<file path="src/hdl/cfb_pkg.sv">
// ----------------------------------------------------------------------------
// cfb_pkg
// Shared types, constants and functions of the CRC-16 data frame builder.
// ----------------------------------------------------------------------------
package cfb_pkg;

  localparam int MAX_PAYLOAD = 32;
  localparam int ADDR_W      = $clog2(MAX_PAYLOAD);
  localparam int CNT_W       = $clog2(MAX_PAYLOAD + 1);

  localparam logic [7:0]  START_BYTE = 8'h5A;
  localparam logic [15:0] CRC_POLY   = 16'h1021;
  localparam logic [15:0] CRC_TOP    = 16'h8000;

  // header byte positions
  localparam logic [2:0] HDR_START  = 3'd0;
  localparam logic [2:0] HDR_TYPE   = 3'd1;
  localparam logic [2:0] HDR_LEN_LO = 3'd2;
  localparam logic [2:0] HDR_LEN_HI = 3'd3;
  localparam logic [2:0] HDR_CRC_LO = 3'd4;
  localparam logic [2:0] HDR_CRC_HI = 3'd5;

  typedef enum logic [2:0] {
    ST_LOAD,
    ST_CRC_HDR,
    ST_CRC_PAY,
    ST_EMIT_HDR,
    ST_EMIT_PAY
  } state_t;

  typedef struct packed {
    logic load;
    logic crc_hdr;
    logic crc_pay;
    logic emit_hdr;
    logic emit_pay;
  } cmd_t;

  typedef struct packed {
    logic take_last;
    logic crc_hdr_end;
    logic emit_hdr_end;
    logic pay_end;
    logic slot_free;
  } status_t;

  function automatic logic [15:0] crc_byte(input logic [15:0] crc, input logic [7:0] b);
    logic [15:0] c;
    c = crc ^ {b, 8'h00};
    for (int k = 0; k < 8; k++) begin
      if ((c & CRC_TOP) != 16'h0000) begin
        c = {c[14:0], 1'b0} ^ CRC_POLY;
      end else begin
        c = {c[14:0], 1'b0};
      end
    end
    return c;
  endfunction

  function automatic logic [7:0] hdr_byte(input logic [2:0] sel, input logic [7:0] ptype,
                                          input logic [CNT_W-1:0] count,
                                          input logic [15:0] crc);
    logic [15:0] len;
    logic [7:0]  b;
    len = 16'(count);
    case (sel)
      HDR_START:  b = START_BYTE;
      HDR_TYPE:   b = ptype;
      HDR_LEN_LO: b = len[7:0];
      HDR_LEN_HI: b = len[15:8];
      HDR_CRC_LO: b = crc[7:0];
      HDR_CRC_HI: b = crc[15:8];
      default:    b = 8'h00;
    endcase
    return b;
  endfunction

endpackage

</file>
<file path="src/hdl/cfb_in_if.sv">
// ----------------------------------------------------------------------------
// cfb_in_if
// Payload byte channel: one payload byte per transfer.
// ----------------------------------------------------------------------------
interface cfb_in_if;
  logic       valid;
  logic       ready;
  logic [7:0] payload_byte;
  logic       is_last;
  logic [7:0] packet_type;

  modport source (output valid, output payload_byte, output is_last, output packet_type,
                  input ready);
  modport sink   (input valid, input payload_byte, input is_last, input packet_type,
                  output ready);
endinterface

</file>
<file path="src/hdl/cfb_out_if.sv">
// ----------------------------------------------------------------------------
// cfb_out_if
// Frame byte channel: one frame byte per transfer.
// ----------------------------------------------------------------------------
interface cfb_out_if;
  logic       valid;
  logic       ready;
  logic [7:0] frame_byte;
  logic       frame_end;
  logic       truncated;

  modport source (output valid, output frame_byte, output frame_end, output truncated,
                  input ready);
  modport sink   (input valid, input frame_byte, input frame_end, input truncated,
                  output ready);
endinterface

</file>
<file path="src/hdl/cfb_ram.sv">
// ----------------------------------------------------------------------------
// cfb_ram
// Generic single-write, single-read RAM with registered read data.
// ----------------------------------------------------------------------------
module cfb_ram #(
  parameter int WIDTH = 8,
  parameter int DEPTH = 32
) (
  input  logic                     clk,
  input  logic                     we,
  input  logic [$clog2(DEPTH)-1:0] waddr,
  input  logic [WIDTH-1:0]         wdata,
  input  logic                     ren,
  input  logic [$clog2(DEPTH)-1:0] raddr,
  output logic [WIDTH-1:0]         rdata
);

  logic [WIDTH-1:0] mem [DEPTH];

  always_ff @(posedge clk) begin
    if (we) begin
      mem[waddr] <= wdata;
    end
    if (ren) begin
      rdata <= mem[raddr];
    end
  end

endmodule

</file>
<file path="src/hdl/cfb_ctrl.sv">
// ----------------------------------------------------------------------------
// cfb_ctrl
// Sequencer: load, CRC pass over header and buffer, header and payload output.
// ----------------------------------------------------------------------------
module cfb_ctrl (
  input  logic              clk,
  input  logic              rst,
  input  cfb_pkg::status_t  status,
  output cfb_pkg::cmd_t     cmd
);

  cfb_pkg::state_t state;
  cfb_pkg::state_t state_next;

  always_ff @(posedge clk) begin
    if (rst) begin
      state <= cfb_pkg::ST_LOAD;
    end else begin
      state <= state_next;
    end
  end

  always_comb begin
    state_next = state;
    cmd        = '0;
    case (state)
      cfb_pkg::ST_LOAD: begin
        cmd.load = 1'b1;
        if (status.take_last) state_next = cfb_pkg::ST_CRC_HDR;
      end
      cfb_pkg::ST_CRC_HDR: begin
        cmd.crc_hdr = 1'b1;
        if (status.crc_hdr_end) state_next = cfb_pkg::ST_CRC_PAY;
      end
      cfb_pkg::ST_CRC_PAY: begin
        cmd.crc_pay = 1'b1;
        if (status.pay_end) state_next = cfb_pkg::ST_EMIT_HDR;
      end
      cfb_pkg::ST_EMIT_HDR: begin
        cmd.emit_hdr = 1'b1;
        if (status.slot_free && status.emit_hdr_end) state_next = cfb_pkg::ST_EMIT_PAY;
      end
      cfb_pkg::ST_EMIT_PAY: begin
        cmd.emit_pay = 1'b1;
        if (status.slot_free && status.pay_end) state_next = cfb_pkg::ST_LOAD;
      end
      default: begin
        state_next = cfb_pkg::ST_LOAD;
      end
    endcase
  end

endmodule

</file>
<file path="src/hdl/cfb_dp.sv">
// ----------------------------------------------------------------------------
// cfb_dp
// Datapath: payload buffer, byte count, type, CRC unit, output register.
// ----------------------------------------------------------------------------
module cfb_dp (
  input  logic              clk,
  input  logic              rst,
  input  cfb_pkg::cmd_t     cmd,
  output cfb_pkg::status_t  status,
  cfb_in_if.sink            pkt_in,
  cfb_out_if.source         frame_out
);

  localparam logic [cfb_pkg::CNT_W-1:0] CNT_FULL = cfb_pkg::CNT_W'(cfb_pkg::MAX_PAYLOAD);
  localparam logic [cfb_pkg::CNT_W-1:0] CRC_HDR_LAST = cfb_pkg::CNT_W'(cfb_pkg::HDR_LEN_HI);
  localparam logic [cfb_pkg::CNT_W-1:0] EMIT_HDR_LAST = cfb_pkg::CNT_W'(cfb_pkg::HDR_CRC_HI);

  logic [cfb_pkg::CNT_W-1:0]  count;
  logic [cfb_pkg::CNT_W-1:0]  idx;
  logic [cfb_pkg::CNT_W-1:0]  idx_plus;
  logic [7:0]                 type_hold;
  logic                       ovf;
  logic [15:0]                crc;
  logic                       ovalid;
  logic [7:0]                 obyte;
  logic                       oend;
  logic                       otrunc;

  logic                       accept;
  logic                       full;
  logic                       slot_free;
  logic                       load_out;
  logic [7:0]                 hdr_b;
  logic [7:0]                 rdata;
  logic                       ren;
  logic [cfb_pkg::ADDR_W-1:0] raddr;

  cfb_ram #(
    .WIDTH (8),
    .DEPTH (cfb_pkg::MAX_PAYLOAD)
  ) u_ram (
    .clk   (clk),
    .we    (accept && !full),
    .waddr (count[cfb_pkg::ADDR_W-1:0]),
    .wdata (pkt_in.payload_byte),
    .ren   (ren),
    .raddr (raddr),
    .rdata (rdata)
  );

  always_comb begin
    pkt_in.ready = cmd.load;
    accept    = pkt_in.valid && cmd.load;
    full      = (count == CNT_FULL);
    idx_plus  = idx + 1'b1;
    slot_free = !ovalid || frame_out.ready;
    hdr_b     = cfb_pkg::hdr_byte(idx[2:0], type_hold, count, crc);
    load_out  = slot_free && (cmd.emit_hdr || cmd.emit_pay);

    ren   = 1'b0;
    raddr = '0;
    if (cmd.crc_hdr || cmd.emit_hdr) begin
      ren = 1'b1;
    end else if (cmd.crc_pay) begin
      ren   = 1'b1;
      raddr = idx_plus[cfb_pkg::ADDR_W-1:0];
    end else if (cmd.emit_pay) begin
      ren   = slot_free;
      raddr = idx_plus[cfb_pkg::ADDR_W-1:0];
    end

    status.take_last    = accept && pkt_in.is_last;
    status.crc_hdr_end  = (idx == CRC_HDR_LAST);
    status.emit_hdr_end = (idx == EMIT_HDR_LAST);
    status.pay_end      = (idx == count - 1'b1);
    status.slot_free    = slot_free;

    frame_out.valid      = ovalid;
    frame_out.frame_byte = obyte;
    frame_out.frame_end  = oend;
    frame_out.truncated  = otrunc;
  end

  always_ff @(posedge clk) begin
    if (rst) begin
      count     <= '0;
      idx       <= '0;
      type_hold <= '0;
      ovf       <= 1'b0;
      crc       <= '0;
      ovalid    <= 1'b0;
    end else begin
      if (accept) begin
        if (count == '0 && !ovf) type_hold <= pkt_in.packet_type;
        if (full) begin
          ovf <= 1'b1;
        end else begin
          count <= count + 1'b1;
        end
        idx <= '0;
        if (pkt_in.is_last) crc <= '0;
      end

      if (cmd.crc_hdr) begin
        crc <= cfb_pkg::crc_byte(crc, hdr_b);
        idx <= status.crc_hdr_end ? '0 : idx_plus;
      end

      if (cmd.crc_pay) begin
        crc <= cfb_pkg::crc_byte(crc, rdata);
        idx <= status.pay_end ? '0 : idx_plus;
      end

      if (cmd.emit_hdr && slot_free) begin
        idx <= status.emit_hdr_end ? '0 : idx_plus;
      end

      if (cmd.emit_pay && slot_free) begin
        if (status.pay_end) begin
          idx   <= '0;
          count <= '0;
          ovf   <= 1'b0;
        end else begin
          idx <= idx_plus;
        end
      end

      if (load_out) begin
        ovalid <= 1'b1;
      end else if (frame_out.ready) begin
        ovalid <= 1'b0;
      end
    end
  end

  always_ff @(posedge clk) begin
    if (load_out) begin
      obyte  <= cmd.emit_hdr ? hdr_b : rdata;
      oend   <= cmd.emit_pay && status.pay_end;
      otrunc <= ovf;
    end
  end

endmodule

</file>
<file path="src/hdl/crc16_data_frame_builder.sv">
// ----------------------------------------------------------------------------
// crc16_data_frame_builder
// Buffers payload bytes and sends them as a framed packet with CRC-16/XMODEM.
// ----------------------------------------------------------------------------
// pkt_in carries one payload byte per transfer with is_last and packet_type;
// the type is taken with the first byte of a packet. Up to 32 bytes are
// buffered; later bytes are dropped and the frame is flagged truncated.
// Bytes are taken one per cycle while loading. After the transfer marked
// last, the block stops taking bytes, runs the CRC over the 4 header bytes
// and the n buffered bytes (one byte per cycle through the buffer RAM read
// port), then sends 6 header bytes (0x5A, type, length low/high, CRC
// low/high) and the n payload bytes on frame_out, one per cycle while the
// receiver is ready.
// frame_out is held in an output register: when the receiver stalls, the
// current byte holds and the sequence pauses. Loading of the next packet
// starts as soon as the last frame byte sits in the output register.
// Reset (rst, synchronous) returns to loading with an empty buffer.
// ----------------------------------------------------------------------------
module crc16_data_frame_builder (
  input  logic      clk,
  input  logic      rst,
  cfb_in_if.sink    pkt_in,
  cfb_out_if.source frame_out
);

  cfb_pkg::cmd_t    cmd;
  cfb_pkg::status_t status;

  cfb_ctrl u_ctrl (
    .clk    (clk),
    .rst    (rst),
    .status (status),
    .cmd    (cmd)
  );

  cfb_dp u_dp (
    .clk       (clk),
    .rst       (rst),
    .cmd       (cmd),
    .status    (status),
    .pkt_in    (pkt_in),
    .frame_out (frame_out)
  );

endmodule
</file>
<file path="src/flat_wrapper.sv">
// flat-port wrapper written by rule: the top's interface ports become plain ports
module crc16_data_frame_builder_flat 
  (clk, rst, pkt_in_valid, pkt_in_payload_byte, pkt_in_is_last, pkt_in_packet_type, pkt_in_ready, frame_out_valid, frame_out_frame_byte, frame_out_frame_end, frame_out_truncated, frame_out_ready);
  cfb_in_if pkt_in_i ();
  cfb_out_if frame_out_i ();
  input  logic clk;
  input  logic rst;
  input wire logic [$bits(pkt_in_i.valid)-1:0] pkt_in_valid;
  input wire logic [$bits(pkt_in_i.payload_byte)-1:0] pkt_in_payload_byte;
  input wire logic [$bits(pkt_in_i.is_last)-1:0] pkt_in_is_last;
  input wire logic [$bits(pkt_in_i.packet_type)-1:0] pkt_in_packet_type;
  output wire logic [$bits(pkt_in_i.ready)-1:0] pkt_in_ready;
  output wire logic [$bits(frame_out_i.valid)-1:0] frame_out_valid;
  output wire logic [$bits(frame_out_i.frame_byte)-1:0] frame_out_frame_byte;
  output wire logic [$bits(frame_out_i.frame_end)-1:0] frame_out_frame_end;
  output wire logic [$bits(frame_out_i.truncated)-1:0] frame_out_truncated;
  input wire logic [$bits(frame_out_i.ready)-1:0] frame_out_ready;
  assign pkt_in_i.valid = pkt_in_valid;
  assign pkt_in_i.payload_byte = pkt_in_payload_byte;
  assign pkt_in_i.is_last = pkt_in_is_last;
  assign pkt_in_i.packet_type = pkt_in_packet_type;
  assign pkt_in_ready = pkt_in_i.ready;
  assign frame_out_valid = frame_out_i.valid;
  assign frame_out_frame_byte = frame_out_i.frame_byte;
  assign frame_out_frame_end = frame_out_i.frame_end;
  assign frame_out_truncated = frame_out_i.truncated;
  assign frame_out_i.ready = frame_out_ready;
  crc16_data_frame_builder u_core (.clk(clk), .rst(rst), .pkt_in(pkt_in_i), .frame_out(frame_out_i));
endmodule
</file>
<file path="config.mk">
export PLATFORM = sky130hd
export DESIGN_NAME = crc16_data_frame_builder_flat
export DESIGN_NICKNAME = d
export VERILOG_FILES = /design/src/hdl/cfb_pkg.sv /design/src/hdl/cfb_in_if.sv /design/src/hdl/cfb_out_if.sv /design/src/hdl/cfb_ram.sv /design/src/hdl/cfb_ctrl.sv /design/src/hdl/cfb_dp.sv /design/src/hdl/crc16_data_frame_builder.sv /design/src/flat_wrapper.sv
export SDC_FILE = /design/constraint.sdc
export NUM_CORES = 1
export LEC_CHECK = 0
export BUFFER_PORTS_ARGS = -buffer_cell sky130_fd_sc_hd__buf_2
export CAP_MARGIN = 30
export CORE_UTILIZATION = 62
export CTS_CLUSTER_SIZE = 14
export DETAILED_ROUTE_END_ITERATION = 16
export GPL_ROUTABILITY_DRIVEN = 0
export PLACE_DENSITY = 0.83
export SKIP_CTS_REPAIR_TIMING = 1
export SYNTH_ARGS = -nofsm -noshare
export SYNTH_HDL_FRONTEND = slang
export SYNTH_SLANG_ARGS = --single-unit
</file>
<file path="constraint.sdc">
create_clock -name clk -period 3.7 [get_ports clk]
set_input_delay 0.74 -clock clk [delete_from_list [all_inputs] [get_ports clk]]
set_output_delay 0.74 -clock clk [all_outputs]
set_load 0.05 [all_outputs]
</file>
Word level (Yosys, flattened, before mapping)
Memories as Yosys holds them, arrays and structs flattened. A register that Yosys moved wholly into a read port is not among the register bits.
Index checks and enable logic that the tools add are counted.
- $add $sub $neg: 3
- equality and inequality tests: 17
- mux-type cells: 87
- bitwise operators: 18
- reductions and logical operators: 26
- operators by type and width (kind ; number):
    $mux 16 ; 32
    $mux 13 ; 16
    $mux 6 ; 12
    $not 3->3 ; 16
    $pmux 8 s5 ; 1
    $xor 16x16->16 ; 2
    $mux 1 ; 16
    $mux 3 ; 5
    $mux 5 ; 3
    $pmux 3 s5 ; 1
    $add 6x1->6 const B ; 2
    $logic_and 1x1->1 ; 10
    $eq 3x2->1 const B ; 3
    $eq 3x3->1 const B ; 3
    $mux 8 ; 1
    $ne 2x2->1 const B ; 4
    $eq 3x1->1 const B ; 2
    $eq 6x2->1 const B ; 1
    $eq 6x3->1 const B ; 1
    $eq 6x6->1 ; 1
    $eq 6x6->1 const B ; 1
    $logic_not 3->1 ; 2
    $logic_not 6->1 ; 1
    $reduce_bool 3->1 ; 2
    other kinds (8) ; 13
- register bits after elaboration: 51
- RAM bits: 256
- bits of input ports: 21
- output and inout port bits: 12
- logic and storage cells: 162
- memories: 1
- memories (memory ; depth ; width ; rd ports ; clocked after memory_dff ; wr ports ; RTL line ; text):
    u_core.u_dp.u_ram.mem ; 32 ; 8 ; 1 ; 1 ; 1 ; cfb_ram.sv:18 ; logic [WIDTH-1:0] mem [DEPTH];

Logic depth before layout (Yosys ltp)
Gate-level depths: netlist of run 1.
- depth in word-level cells: 35
- gate-level depth with buffers: 13
- mapped depth without buffers: 9

Hierarchy
A second synthesis of run 1 with hierarchy kept.
- cell total of the unflattened synthesis: 856
- area total of the unflattened synthesis: 13777.0 sq um
- by module, submodules not included (module ; instances ; cells an instance ; area each (sq um) ; sequential area each (sq um)):
    cfb_ram ; 1 ; 417 ; 10133.5 ; 7927.6
    cfb_dp ; 1 ; 410 ; 3384.5 ; 1061.0
    cfb_ctrl ; 1 ; 29 ; 259.0 ; 60.1

Least setup slack after synthesis of run 1
OpenSTA, ideal clock, no wires.
- path type: reg2reg
- start: reg u_core.u_ctrl.state[0]
- end: reg u_core.u_dp.type_hold[7]
- library setup time: 0.128 ns
- arrival time: 3.448 ns
- required time: 3.572 ns
- path slack: 0.124 ns
- stages on the path, launching flop included: 10
- buffers on the path: 2
- period minus slack after synthesis: 3.576 ns
- cell sequence: dfxtp_1 nor3_1 and2_1 clkbuf_1 nand2_1 nor3_1 nand2b_1 clkbuf_1 mux2i_1 nor2_1
- word-level cells in the longest chain between the ends: 4
- ends and longest elaborated chain (element ; RTL line ; text):
    start: declaration ; cfb_ctrl.sv:12 ; cfb_pkg::state_t state;
    start signal: assignment ; cfb_ctrl.sv:17 ; state <= cfb_pkg::ST_LOAD;
    start signal: assignment ; cfb_ctrl.sv:19 ; state <= state_next;
    $logic_not 3->1 ; cfb_ctrl.sv:26 ; case (state)
    $mux 1 ; cfb_ctrl.sv:26 ;
    via pkt_in_ready ; flat_wrapper.sv:12 ; output wire logic [$bits(pkt_in_i.ready)-1:0] pkt_in_ready;
    $logic_and 1x1->1 ; cfb_dp.sv:53 ; accept = pkt_in.valid && cmd.load;
    $reduce_and 2->1 (no source line) ; n/a ;
    end signal: assignment ; cfb_dp.sv:94 ; if (count == '0 && !ovf) type_hold <= pkt_in.packet_type;
    end: declaration ; cfb_dp.sv:21 ; logic [7:0] type_hold;
The timed path passes the listed nets, and every way through them passes these cells.
A chain may end at the register's enable or synchronous reset.

Final worst setup path of run 1
- start: reg u_core.u_dp.count[2] in the netlist's numbering
- end: mem u_core.u_dp.u_ram.mem[17][6] (enable)
- word-level cells in the longest chain between the ends: 5
- ends and longest elaborated chain (element ; RTL line ; text):
    start: declaration ; cfb_dp.sv:18 ; logic [cfb_pkg::CNT_W-1:0] count;
    start signal: assignment ; cfb_dp.sv:98 ; count <= count + 1'b1;
    $eq 6x6->1 ; cfb_dp.sv:54 ; full = (count == CNT_FULL);
    $logic_not 1->1 ; cfb_dp.sv:43 ; .we (accept && !full),
    $logic_and 1x1->1 ; cfb_dp.sv:43 ;
    $mux 1 ; cfb_ram.sv:21 ; if (we) begin
    $mux 1 (implied by the code) ; cfb_ram.sv:22 ; mem[waddr] <= wdata;
    end: declaration ; cfb_ram.sv:18 ;
Parallel ways exist; a longest one is shown, timed or not.

==> impl_metrics.toml, run 1 <==
[grt]
met3_usage = 0.0738
antenna_found_initial = 0
grt_use_met2 = 0.489
grt_pass1_vias = 9221
grt.busiest_layer = "met2"
grtUsageTotal = 0.314
overflow = 0
met1_usage = 0.417
grt_max_degree = 42
grt_pass1_wl_um = 52500

[setup_path]
r2r-end = "u_core.u_dp.u_ram.mem[17][6]"
reg2regPathDepth = 5
cp-start-kind = "register"
crit_type = "register to register"
cp_max_fo = 17
worst_setup_path_end_kind = "register"
worst_ep_required_time_ns = 3.83
reg2reg_setup_slack_ns = 0.51
reg2reg_from = "u_core.u_dp.count[2]"
critical_path_arrival_ns = 3.32

[placed_design]
placed_cells = 1376
place_area_um2 = 14300
pre_cts_slack_ns = 0.657
port_buffers = 32
post-dp-hpwl_um = 22300

[logic_synthesis]
syn_nets = 1141
synth.avg_cell_area_um2 = 12.4
ys_seq_elements = 315
synth_edf_count = 274
synthCells = 1111
ys_types = 69
synthArstFlopShare = 0
synthFlopType = "edfxtp_1"
ys_warn_count = 0
ys_seq_area_frac = 0.656
synth.cell_area_um2 = 13800

[route]
avgRoutedWirePerCell_um = 24.2
vias = 9731
routed_wl_um = 34800
drt-initial-drc-count = 1416
drtAntennaViolNets = 0
drc = 0
via_per_inst = 6.77
dr.pass1.iters = 6

[timing]
slew_headroom = 0.380
grt_setup_unrepaired = "false"
final_hold_viol_count = 0
setup_total_negative_slack_ns = 0
hold_ws_ns = 0.465
max_freq_mhz = 313
setup_viol = 0
fin_crit_ns = 3.19
slew_violations = 0
worst_pin_slew_ns = 0.930
fin_worst_skew_ns = 0.0202
timing.final.ws_setup_ns = 0.507
fin_crit_sh = 0.863

[finish]
stdcell_count = 1437
nets = 1162
fillers = 1425
syn2layout_area_growth_pct = 11.6
diodes = 0
fin_area_um2 = 15400
utilization = 0.705
final_layout_size_suffix_gt1_frac = 0.111

[cts]
path_clk_slew_ns = 0.07
cts_sinks = 315
numCtsBuffers = 34
root_buffer = "clkbuf_16"
cts_tree = "built"
clk_latency_ns = 0.51
cts_buffer_depth = 3
htree_levels = 2

[floorplanning]
ios = 33
fp.dieArea_um2 = 22900
num_rows = 54
die_y_um = 151
die_w_um = 151
core_um2 = 21800
start_util = 0.632

[status]
status = "finished, final reports clean"

[flow_run]
max-cap-violations = 0

[power_and_ir_drop]
p_leak_nw = 5.25
powerDensity_nw_per_um2 = 520
p_total_mw = 8.01
ir_drop_mv = 0.450

[hold_path]
min_from = "pkt_in_packet_type[3]"
holdPathEnd = "u_core.u_dp.type_hold[3]"
hold_path_class = "primary input to register"
whs_path_depth = 3
-- cells by family after synthesis --
kind of cell,Yosys count,share of synthesized area
simple gates,354,0.114
compound gates,240,0.123
flops,315,0.656
buf+inv,82,0.0228
xor+xnor,55,0.0349
fa+ha+maj,9,0.00816
mux,56,0.0420
-- synth_stat cells, drive strengths merged (4+ instances only) --
cell type,n,area (µm²)
a31oi,21,131
a211o,4,35.0
a22oi,10,75.1
o31ai,6,50.1
mux2i,50,500
a21oi,43,215
mux2,5,56.3
nand2b,7,43.8
nand4,7,43.8
and2,4,25.0
inv,9,33.8
o21ai,47,235
clkbuf,62,234
xnor2,35,307
ha,9,113
nand2,140,526
xor2,20,175
a32oi,9,78.8
or3,10,62.6
o21bai,4,33.8
nor2,101,379
a221oi,11,96.3
edfxtp,274,8230
dfxtp,41,821
a222oi,8,80.1
o211ai,12,90.1
nor3,28,140
nand3,28,140
buf,10,42.5
nor2b,9,56.3
a211oi,16,120
o221ai,18,158
o2111ai,7,61.3
-- flip-flops by register name, indices dropped and copies added, names as in the netlist, 3 cells and up --
name,count
u_core.u_ctrl.state,3
u_core.u_dp.u_ram.rdata,8
u_core.u_dp.crc,16
u_core.u_dp.count,6
u_core.u_dp.u_ram.mem,256
u_core.u_dp.idx,6
u_core.u_dp.frame_out.frame_byte,8
u_core.u_dp.type_hold,8
-- layer usage --
layer	routed length (µm)	vias up
met4	1620	0
met2	16200	683
met1	13200	4677
li1	-	4238
met3	3770	133
met5	0	-
-- worst max-delay path by stage --
| stage | cells past startpoint | slack (ns) | end | from |
|---|---|---|---|---|
| 5_1_grt | 5 | 0.34 | u_core.u_dp.u_ram.mem[17][1] | u_core.u_dp.count[2] |
| 3_3_place_gp | 7 | 0.73 | u_core.u_dp.idx[1] | u_core.u_dp.count[2] |
| 3_5_place_dp | 5 | 0.66 | u_core.u_dp.u_ram.mem[18][3] | pkt_in_valid |
| 4_1_cts | 5 | 0.61 | u_core.u_dp.u_ram.mem[17][6] | u_core.u_dp.count[2] |
| 6_report | 5 | 0.51 | u_core.u_dp.u_ram.mem[17][6] | u_core.u_dp.count[2] |
| 2_1_floorplan | 9 | 0.12 | u_core.u_dp.type_hold[7] | u_core.u_ctrl.state[0] |
-- critical path: stages (launching register included) --
cell,delay [ns]
dfxtp_1,0.74
or3_1,0.41
nor2_1,0.13
nor2b_1,0.32
nand2_1,0.45
nor2_1,0.75
-- power by group --
| part | switching (mW) | total (mW) | internal [mW] |
|---|---|---|---|
| Sequential | 0.0575 | 3.97 | 3.91 |
| Clock | 1.35 | 3.45 | 2.10 |
| Combinational | 0.378 | 0.587 | 0.209 |
-- layout by cell type (no fill, tap or decap), types with 12 or more instances in the layout --
cell       netlist  final
o21ai_0         35     35
o21ai_1         12     12
a31oi_1         21     21
a211oi_1        16     16
o221ai_1        18     18
o211ai_1        12     12
xnor2_1         35     35
mux2i_1         50     50
buf_4            0     24
nor2_1         101    101
dfxtp_1         41     40
nor3_1          28     26
buf_2            4     32
xor2_1          20     20
edfxtp_1       274    274
a21oi_1         43     43
nand3_1         28     27
nand2_1        140    140
clkbuf_16        0     35
-- layout make-up --
type                            count  area [µm²]  share of cell area
Multi-Input combinational cell    714        4460               0.290
Clock inverter                     21         231              0.0150
Clock buffer                       40         905              0.0588
Tap cell                          280         350              0.0228
Sequential cell                   315        9050               0.588
Timing Repair Buffer               57         360              0.0234
Inverter                           10        37.5             0.00244
(Power assumes the default switching activity.)
==> run 2: changes to the inputs <==
- CORE_UTILIZATION: 62 -> 50
- PLACE_DENSITY: 0.83 -> 0.7
==> run 2 against run 1 <==
Worst setup slack improved by 0.072 ns. Critical path depth increased by 1. Non-clock buffer count increased by 3. Die area increased by 24%. Critical path type unchanged. First-iteration DRC count decreased by 18%. Total power decreased by 4.1%. Register-to-register slack improved by 0.07 ns. Via count decreased by 3.4%.
==> impl_metrics.toml, run 2 (synthesized netlist as in run 1, its figures left out) <==
[status]
status = "finished, final reports clean"

[finish]
utilization = 0.569
largest_register_ffs = 256
regMostFlops = "u_core.u_dp.u_ram.mem"
fin_area_um2 = 15400
nets = 1165
stdcell_count = 1500
layout_commonest_cell = "edfxtp_1"
diodes = 0
syn2layout_area_growth_pct = 11.4
most-common-layout-cells = "274 x edfxtp_1, 140 x nand2_1, 101 x nor2_1, 50 x mux2i_1, 43 x a21oi_1"
largestRegisters = "u_core.u_dp.u_ram.mem: 256 flops, u_core.u_dp.crc: 16 flops"
final_layout_size_suffix_gt1_frac = 0.109

[timing]
max_freq_mhz = 320
fin_crit_sh = 0.844
final_hold_viol_count = 0
slew_violations = 0
fin_worst_skew_ns = 0.0126
fin_crit_ns = 3.12
grt_setup_unrepaired = "false"
setup_viol = 0
slew_headroom = 0.339
worst_pin_slew_ns = 0.988
setup_total_negative_slack_ns = 0

[cts]
htree_levels = 2
root_buffer = "clkbuf_16"
cts_tree = "built"
cts_sinks = 315
numCtsBuffers = 34
cts_buffer_depth = 3
clk_latency_ns = 0.52
path_clk_slew_ns = 0.06

[route]
drtAntennaViolNets = 0
via_per_inst = 6.27
avgRoutedWirePerCell_um = 23.2
routed_wl_um = 34700
dr.pass1.iters = 5
vias = 9402
drc = 0
drt-initial-drc-count = 1163

[flow_run]
max-cap-violations = 0

[setup_path]
worst_setup_path_end_kind = "register"
critical_path_arrival_ns = 3.26
cp-start-kind = "register"
r2r-end = "u_core.u_dp.u_ram.mem[25][1]"
reg2reg_from = "u_core.u_ctrl.state[2]"
reg2regPathDepth = 6
reg2reg_setup_slack_ns = 0.58
cp_max_fo = 20
crit_type = "register to register"
crit_path_start = "u_core.u_ctrl.state[2]"
worst_ep_required_time_ns = 3.84

[floorplanning]
die_y_um = 168
num_rows = 60
start_util = 0.511
ios = 33
die_w_um = 168
core_um2 = 27000
fp.dieArea_um2 = 28300

[grt]
grt_pass1_vias = 9081
grtUsageTotal = 0.251
grt_pass1_wl_um = 53500
overflow = 0
antenna_found_initial = 0
grt_max_degree = 40

[placed_design]
port_buffers = 32
placed_cells = 1440
place_area_um2 = 14400
post-dp-hpwl_um = 22700

[hold_path]
whs_path_depth = 3
min_from = "pkt_in_packet_type[6]"
hold_path_class = "primary input to register"
holdPathEnd = "u_core.u_dp.type_hold[6]"

[power_and_ir_drop]
p_total_mw = 7.68
p_leak_nw = 5.20
ir_drop_mv = 0.450
powerDensity_nw_per_um2 = 500
run 2: worst max-delay path, cell delays in order (launching register included):
cell and delay (ns):
dfxtp_1 0.31, buf_4 0.19, nor3_1 0.30, and2_1 0.38
nor2b_1 0.39, nand2_1 0.48, nor2_1 0.69
run 2: how the worst max path moves through the flow:
stage	to	slack [ns]	cells past startpoint
final	u_core.u_dp.u_ram.mem[25][1]	0.58	6
after global routing	u_core.u_dp.u_ram.mem[21][4]	0.37	6
after CTS	u_core.u_dp.u_ram.mem[17][3]	0.63	6
after floorplan	u_core.u_dp.type_hold[7]	0.12	9
after global placement	u_core.u_dp.u_ram.mem[15][2]	0.68	5
after detailed placement	u_core.u_dp.u_ram.mem[9][7]	0.64	5
run 2: layer usage:
metal	global-route usage	share of wire	vias to the layer above	routed length (µm)
met4	0.0834	0.033	0	1140
li1	-	-	4247	-
met1	0.340	0.40	4594	14100
met3	0.0433	0.083	91	2900
met5	0	0	-	0
met2	0.413	0.48	470	16600
run 2: where the power goes:
part | switching (mW) | internal [mW] | total [mW] | leakage, nW
registers | 0.0595 | 3.91 | 3.97 | 2.80
logic | 0.375 | 0.209 | 0.583 | 1.91
clock network | 1.36 | 1.77 | 3.13 | 0.487
run 2: metrics by stage:
stage	hold slack [ns]	setup WS (ns)
finish	0.462	0.579
global route	0.472	0.368
CTS	0.456	0.625
detailed placement	0.496	0.640
global placement	0.491	0.683
floorplan	0.422	0.124
run 2: area by class of cell:
class	instances	area [µm²]
Clock buffer	39	870
Sequential cell	315	9050
Multi-Input combinational cell	714	4460
Fill cell	2197	11700
Timing Repair Buffer	60	383
Clock inverter	21	148
Inverter	10	37.5
Tap cell	341	427
